## src/rtl/core/prpd_pkg.sv

```systemverilog
`timescale 1ns / 1ps
// ----------------------------------------------------------------------------
// prpd_pkg
// Shared types, widths, constants and the glyph table for the point
// rotate / project / depth-test block.
// ----------------------------------------------------------------------------
package prpd_pkg;

  // store geometry defaults
  localparam int MAX_COLS_DEF = 256;
  localparam int MAX_ROWS_DEF = 64;

  // datapath widths
  localparam int ROT_W = 24;   // rotated coordinates and w
  localparam int MB_W  = 17;   // multiplier B operand
  localparam int PRD_W = ROT_W + MB_W;
  localparam int ACC_W = 44;
  localparam int NUM_W = 44;   // divider numerator
  localparam int DEN_W = 31;   // divider denominator
  localparam int QUO_W = 17;   // divider quotient bits
  localparam int SH_W  = DEN_W + QUO_W;

  localparam logic [15:0] FAR_DEPTH  = 16'hFFFF;
  localparam logic [2:0]  BLANK_CODE = 3'd6;
  localparam logic [7:0]  SPACE_CHAR = 8'h20;

  // sequencer
  localparam logic [4:0] LAST_STEP = 5'd17;

  // result status codes
  localparam logic [1:0] STAT_DRAWN  = 2'd0;
  localparam logic [1:0] STAT_HIDDEN = 2'd1;
  localparam logic [1:0] STAT_OFF    = 2'd2;
  localparam logic [1:0] STAT_READ   = 2'd3;

  // commands
  localparam logic CMD_PLOT = 1'b0;
  localparam logic CMD_READ = 1'b1;

  // register indexes
  localparam logic [2:0] CFG_SIN  = 3'd0;
  localparam logic [2:0] CFG_COS  = 3'd1;
  localparam logic [2:0] CFG_ZOFF = 3'd2;
  localparam logic [2:0] CFG_XSC  = 3'd3;
  localparam logic [2:0] CFG_YSC  = 3'd4;
  localparam logic [2:0] CFG_COLS = 3'd5;
  localparam logic [2:0] CFG_ROWS = 3'd6;

  // register reset values
  localparam logic [15:0] SIN_RST  = 16'd0;
  localparam logic [15:0] COS_RST  = 16'd16384;
  localparam logic [15:0] ZOFF_RST = 16'd5120;
  localparam logic [15:0] XSC_RST  = 16'd9984;
  localparam logic [15:0] YSC_RST  = 16'd4004;
  localparam logic [8:0]  COLS_RST = 9'd80;
  localparam logic [6:0]  ROWS_RST = 7'd24;

  typedef enum logic [3:0] {
    MA_X, MA_Y, MA_Z, MA_Z1, MA_X2, MA_Y1, MA_X3, MA_Y3, MA_W
  } mula_t;

  typedef enum logic [2:0] {
    MB_C, MB_S, MB_XS, MB_YS, MB_COLS, MB_ROWS
  } mulb_t;

  typedef enum logic [2:0] {
    AC_NONE, AC_LOAD, AC_ADD, AC_SUB, AC_LOAD8, AC_ADD2, AC_SUB2
  } accop_t;

  typedef enum logic [2:0] {
    WR_NONE, WR_Y1, WR_Z1, WR_X2, WR_Z2, WR_X3, WR_Y3
  } wr_t;

  typedef enum logic {
    DV_CR, DV_DEP
  } divsel_t;

  typedef enum logic [3:0] {
    ST_CLEAR, ST_IDLE, ST_CALC, ST_DIV_COL, ST_DIV_ROW, ST_DIV_DEP,
    ST_MEM_RD, ST_MEM_CMP, ST_DONE
  } state_t;

  typedef struct packed {
    mula_t   mul_a;
    mulb_t   mul_b;
    accop_t  acc_op;
    wr_t     wr;
    logic    div_start;
    divsel_t div_sel;
    logic    cap_col;
    logic    cap_row;
    logic    cap_dep;
    logic    take_in;
    logic    clear;
    logic    mem_rd;
    logic    mem_commit;
    logic    load_out;
  } dp_cmd_t;

  typedef struct packed {
    logic clr_last;
    logic in_read;
    logic w_pos;
    logic div_done;
    logic on_screen;
    logic out_free;
  } dp_stat_t;

  function automatic logic [7:0] glyph(input logic [2:0] code);
    logic [7:0] g;
    case (code)
      3'd0:    g = 8'h3E;  // >
      3'd1:    g = 8'h3D;  // =
      3'd2:    g = 8'h21;  // !
      3'd3:    g = 8'h2A;  // *
      3'd4:    g = 8'h24;  // $
      3'd5:    g = 8'h40;  // @
      default: g = SPACE_CHAR;
    endcase
    return g;
  endfunction

endpackage

```

## src/rtl/core/prpd_div.sv

```systemverilog
`timescale 1ns / 1ps
// ----------------------------------------------------------------------------
// prpd_div
// Restoring divider, one quotient bit per cycle, with an overflow flag for
// quotients that do not fit.
// ----------------------------------------------------------------------------
module prpd_div
  import prpd_pkg::*;
(
  input  logic             clk,
  input  logic             rst,
  input  logic             start,
  input  logic [NUM_W-1:0] num,
  input  logic [DEN_W-1:0] den,
  output logic             done,
  output logic [QUO_W-1:0] quot,
  output logic             ovf
);

  localparam int CNT_W = $clog2(QUO_W + 1);

  logic [CNT_W-1:0] cnt;
  logic [NUM_W-1:0] rem;
  logic [SH_W-1:0]  dsh;
  logic             ge;

  assign ge = SH_W'(rem) >= dsh;

  always_ff @(posedge clk) begin
    if (rst) begin
      cnt  <= '0;
      done <= 1'b0;
    end else begin
      done <= 1'b0;
      if (start) begin
        cnt <= CNT_W'(QUO_W);
      end else if (cnt != '0) begin
        cnt <= cnt - 1'b1;
        if (cnt == CNT_W'(1)) begin
          done <= 1'b1;
        end
      end
    end
  end

  always_ff @(posedge clk) begin
    if (start) begin
      rem  <= num;
      dsh  <= SH_W'({den, {(QUO_W-1){1'b0}}});
      quot <= '0;
      ovf  <= SH_W'(num) >= {den, {QUO_W{1'b0}}};
    end else if (cnt != '0) begin
      if (ge) begin
        rem <= rem - dsh[NUM_W-1:0];
      end
      dsh  <= dsh >> 1;
      quot <= {quot[QUO_W-2:0], ge};
    end
  end

endmodule

```

## config.mk

```make
export PLATFORM = sky130hd
export DESIGN_NAME = prpd_div
export DESIGN_NICKNAME = d
export VERILOG_FILES = /design/src/rtl/core/prpd_pkg.sv /design/src/rtl/core/prpd_div.sv
export SDC_FILE = /design/constraint.sdc
export NUM_CORES = 1
export LEC_CHECK = 0
export ABC_AREA = 1
export BUFFER_PORTS_ARGS = -buffer_cell sky130_fd_sc_hd__buf_2
export CORE_MARGIN = 1
export CORE_UTILIZATION = 30
export DETAILED_ROUTE_END_ITERATION = 8
export PLACE_DENSITY = 0.57
export SYNTH_ARGS = -nofsm -noshare
export SYNTH_HDL_FRONTEND = slang
export SYNTH_SLANG_ARGS = --single-unit
```

## constraint.sdc

```tcl
create_clock -name clk -period 2.91 [get_ports clk]
set_input_delay 0.1455 -clock clk [delete_from_list [all_inputs] [get_ports clk]]
set_output_delay 0.1455 -clock clk [all_outputs]
set_load 0.005 [all_outputs]
```

==> results of run 1 <==
## metal layers
metal / global-route usage [%] / share of wire [%] / vias up
met5: 0 / 0 / -
met1: 25.7 / 51 / 3940
met4: 4.99 / 1.4 / 0
met3: 3.18 / 4.6 / 20
li1: - / - / 4586
met2: 27.8 / 43 / 176
## state kept, by name (all words and copies together) (netlist names)
register,cells
cnt,5
done,1
ovf,1
quot,17
rem,44
dsh,47
## cells by family after synthesis
kind of cell / after synthesis / synth area share (%)
buffers and inverters: 305 / 12.6
AOI/OAI and AO/OA: 158 / 8.84
xor gates and xnor gates: 13 / 1.24
adders and majority gates: 75 / 10.3
and+or+nand+nor: 726 / 33.6
DFF: 115 / 33.4
## cell type report
| type | count | area share (%) |
|---|---|---|
| clock buffer | 18 | 4.15 |
| clock inverter | 14 | 1.50 |
| inverter | 275 | 9.53 |
| multi-input combinational | 972 | 45.7 |
| sequential | 115 | 28.2 |
| tap | 390 | 4.50 |
| timing repair buffer | 117 | 6.39 |
## timing repair
action,in CTS,in global routing
endpoints found under the setup margin,0,0
hold endpoints to repair,14,0
hold buffers,12,0
## where the power goes
| group | total (mW) | internal [mW] | switching, mW | leakage [nW] |
|---|---|---|---|---|
| logic | 4.71 | 1.58 | 3.13 | 4.26 |
| registers | 2.38 | 2.23 | 0.155 | 1.11 |
| clock network | 2.24 | 1.34 | 0.901 | 0.302 |
## final timing paths
check	start	to	slack (ns)	cells after the start
worst min-delay path	num[3]	rem[3]	0.02	3
worst max register to register	rem[0]	rem[36]	0.37	13
worst max-delay path	rem[0]	rem[36]	0.37	13
worst min register to register	dsh[8]	dsh[8]	0.48	2
## worst max-delay path: stages, from the launching register on
cell	delay, ns
edfxtp_1	0.36
inv_1	0.06
ha_1	0.13
inv_1	0.09
fa_1	0.47
nand2_1	0.11
nand3_1	0.12
and2_1	0.21
nand3b_1	0.12
nand3_2	0.18
nand2_1	0.19
nand3_1	0.10
nand3_1	0.09
nand2_1	0.05
## placed cells by master, fill, tap and decap left out, types with 18 or more instances in the layout
master / Yosys / final
edfxtp_1: 76 / 76
nand2_1: 448 / 447
nor2_1: 106 / 106
ha_1: 74 / 74
buf_2: 6 / 96
clkbuf_16: 0 / 18
nand3_1: 91 / 91
inv_1: 272 / 271
o21ai_0: 82 / 82
a21oi_1: 64 / 64
dfxtp_1: 39 / 39
==> out/qor.csv, run 1 <==
metric;value;unit
status;finished, final reports clean;
antenna_found_initial;0;
clk_path_buf_depth;2;
synth.net_count;1545;
hold_path.class;in -> reg;
layout-drive-gt1-share;12.0;%
synth.most_common_cell;nand2_1;
fin_area;0.0108;mm^2
die_h;177;um
place_area;0.0101;mm^2
grt_max_degree;53;
tns;0;ns
clock_sinks;115;
whs;0.0157;ns
dp.cells;1857;
syn_to_final_growth;18.3;%
die-area;0.0313;mm^2
p_leak;5.67;nW
synth_area_leader_cell;edfxtp_1;
pin_count;97;
synth_ff_type;edfxtp_1;
clk_pin_slew_worst_paths;0.06;ns
setup_ws;0.370;ns
synth_common_cells;nand2_1, inv_1, nor2_1;
dp_hpwl;21600;um
drv_cap;0;
worst_setup_path_end_kind;flip-flop;
stdcell_count;1901;
power;9.33;mW
wl_per_cell;14.4;um
grt_pass1_wl;43500;um
worstMarginPinSlew;0.764;ns
worstPathMaxFanout;4;
post-route-util;36.3;%
rows;63;
gp_congestion;0.911;
postSynthCellCount;1392;
async_flop_share;0;%
drc_errors;0;
p_per_area;860;mW/mm^2
synth_top_cell_area_share;24.9;%
yosys-top-cells-area;edfxtp_1, nand2_1, inv_1;
cts_max_level;4;
core-area;0.0299;mm^2
dr.first_iter.drc_count;548;
synth.distinct_cells;34;
path_class;reg -> reg;
syn_area;0.00917;mm^2
fill_cells;3222;
cts.repair.resized;0;
max_freq;0.394;GHz
diodes;0;
vdd_ir_drop_max;0.000409;V
die_x;177;um
finalSetupViolCount;0;
numCtsBuffers;17;
clock_skew;0.0135;ns
finalNetCount;1651;
ys_warn_count;0;
dr.pass1.iters;7;
drt_wl_total;27400;um
portBuffers;96;
regArea;0.00306;mm^2
cp.required;3.10;ns
start_kind;flip-flop;
ys_ff_latch;115;
ant_nets;0;
initial_core_util;30.7;%
multi_input_area;0.00495;mm^2
avgSynthCellArea;6.59;um^2
synth-edff-count;76;
crit_arrival;2.73;ns
grt_pass1_vias;8286;
hold_viol_final;0;
via_per_inst;4.59;
drv_slew;0;
insertion_delay;0.44;ns
preCtsSetupSlack;0.409;ns
post-route-min-period;2.54;ns
rsz0062_at_grt;no;
final.period_utilization;87.3;%
synth_seq_area_share;33.4;%
cts_tree;done;
grt.total_usage;18.1;%
grt_overflow;0;
cts_setup_buffers;0;
slew_headroom;48.5;%
route.vias.total;8722;
cts-root-buf;clkbuf_16;
(Power assumes the default switching activity.)
==> run 2: changes to the inputs <==
RECOVER_POWER = 100   (was not set)
==> out/qor.csv, run 2 (synthesis results as in run 1) <==
metric;value;unit;change
status;finished, final reports clean;;unchanged
p_per_area;863;mW/mm^2;was 860 mW/mm^2
diodes;0;;unchanged
numCtsBuffers;17;;unchanged
finalSetupViolCount;0;;unchanged
tns;0;ns;unchanged
finalNetCount;1651;;unchanged
drc_errors;0;;unchanged
die-area;0.0313;mm^2;unchanged
drv_slew;0;;unchanged
route.vias.total;8742;;was 8722
layout_common_cells;nand2_1, inv_1, nor2_1;;unchanged
fill_cells;3238;;was 3222
post-route-util;36.0;%;was 36.3%
insertion_delay;0.44;ns;about the same
switchingPower;4.16;mW;was 4.18 mW
cts_max_level;4;;unchanged
clock_skew;0.0132;ns;was 0.0135 ns
grt_max_degree;53;;unchanged
final_common_cell;nand2_1;;unchanged
ant_nets;0;;unchanged
grt_pass1_wl;43500;um;unchanged
power;9.28;mW;was 9.33 mW
worstPathMaxFanout;4;;unchanged
core-area;0.0299;mm^2;unchanged
syn_to_final_growth;17.4;%;was 18.3%
cts_tree;done;;unchanged
whs;0.0167;ns;was 0.0157 ns
dp.cells;1857;;unchanged
start_kind;flip-flop;;unchanged
pin_count;97;;unchanged
drv_cap;0;;unchanged
gp_congestion;0.911;;unchanged
cts.repair.resized;0;;unchanged
regArea;0.00306;mm^2;unchanged
pwr-share-comb;50.2;%;was 50.5%
worst_setup_path_end_kind;flip-flop;;unchanged
post-route-min-period;2.65;ns;was 2.54 ns
grt_overflow;0;;unchanged
largest_reg_flops;47;;unchanged
slew_headroom;14.1;%;was 48.5%
dr.pass1.iters;5;;was 7
sw_frac_of_total;44.8;%;about the same
reg_top3;dsh (47), rem (44), quot (17);;unchanged
via_per_inst;4.60;;was 4.59
drt_wl_total;27400;um;about the same
rsz0062_at_grt;no;;unchanged
die_x;177;um;unchanged
cpPeakStageDelay;0.47;ns;about the same
dr.first_iter.drc_count;555;;was 548
crit_arrival;2.83;ns;was 2.73 ns
hold_path.class;in -> reg;;unchanged
portBuffers;96;;unchanged
worstMarginPinSlew;1.29;ns;was 0.764 ns
dp_hpwl;21600;um;unchanged
die_h;177;um;unchanged
rows;63;;unchanged
p_clk_share;24.1;%;was 24.0%
clock_sinks;115;;unchanged
slowest_stage;fa_1;;unchanged
seqPwrFrac;25.7;%;was 25.5%
crit_chain;inv_1 -> ha_1 -> inv_1 -> fa_1 -> nand2_1 -> nand3_1 -> and2_1 -> nand3b_1 -> nand3_1 -> nand2_1 -> nand3_1 -> nand3_1 -> nand2_1;;was inv_1 -> ha_1 -> inv_1 -> fa_1 -> nand2_1 -> nand3_1 -> and2_1 -> nand3b_1 -> nand3_2 -> nand2_1 -> nand3_1 -> nand3_1 -> nand2_1
reg2reg_from;rem[0];;unchanged
path_class;reg -> reg;;unchanged
grt.total_usage;18.1;%;unchanged
hold_viol_final;0;;unchanged
initial_core_util;30.7;%;unchanged
holdCritStartpoint;num[38];;was num[3]
p_leak;5.61;nW;was 5.67 nW
final.period_utilization;91.0;%;was 87.3%
cpMostUsedCell;nand3_1;;
crit_start;rem[0];;unchanged
clk_path_buf_depth;2;;unchanged
p_int;5.12;mW;was 5.15 mW
vdd_ir_drop_max;0.000401;V;was 0.000409 V
wl_per_cell;14.4;um;about the same
antenna_found_initial;0;;unchanged
stdcell_count;1901;;unchanged
grt_pass1_vias;8286;;unchanged
regMostFlops;dsh;;unchanged
max_freq;0.378;GHz;was 0.394 GHz
layout-drive-gt1-share;10.7;%;was 12.0%
cts_setup_buffers;0;;unchanged
multi_input_area;0.00490;mm^2;was 0.00495 mm^2
cp.required;3.10;ns;about the same
clk_pin_slew_worst_paths;0.06;ns;about the same
cts-root-buf;clkbuf_16;;unchanged
## run 2: cell count changes in the layout (fill, tap and decap cells not counted), sizes merged
cell and delta:
buf -10, clkbuf +10
## run 2: final timing paths
path | endpoint | slack, ns | depth (start not counted)
min | rem[38] | 0.02 | 3
max reg2reg | rem[36] | 0.26 | 13
max | rem[36] | 0.26 | 13
min reg2reg | dsh[13] | 0.48 | 2
## run 2: worst max-delay path: cells and delay by family (launching register included)
family | cells | cell delay [ns]
fa+ha+maj | 2 | 0.60
flops | 1 | 0.36
buf+inv | 2 | 0.15
simple gates | 9 | 1.30
## run 2: routing by layer
metal  share of wire [%]  track usage, %
met1                  51            25.7
met2                  43            27.8
met3                 4.9            3.18
met4                 1.4            4.99
met5                   0               0
## run 2: cell type report
cell class / instances / share of cell area, %
clock buffer: 18 / 4.19
clock inverter: 14 / 1.51
inverter: 275 / 9.60
multi-input combinational: 972 / 45.5
sequential: 115 / 28.5
tap: 390 / 4.53
timing repair buffer: 117 / 6.16
## run 2: power by group through the flow
stage | logic, mW | registers, mW | clock network (mW)
5_1_grt | 5.32 | 2.42 | 2.34
4_1_cts | 4.73 | 2.38 | 2.28
3_3_place_gp | 4.66 | 2.40 | 0
3_5_place_dp | 4.69 | 2.42 | 0
2_1_floorplan | 3.41 | 2.38 | 0
6_report | 4.66 | 2.38 | 2.24
## run 2: metrics by stage
step | setup slack (ns) | area (um^2)
after global routing | 0.0954 | 10800
final | 0.262 | 10800
after detailed placement | 0.409 | 10100
after CTS | 0.380 | 10800
after global placement | 0.431 | 10100
after floorplan | 0.0915 | 9170
## run 2: timing repair
action                     CTS  global route
hold buffers                12             0
setup endpoints to repair    0             0
hold endpoints to repair    14             0
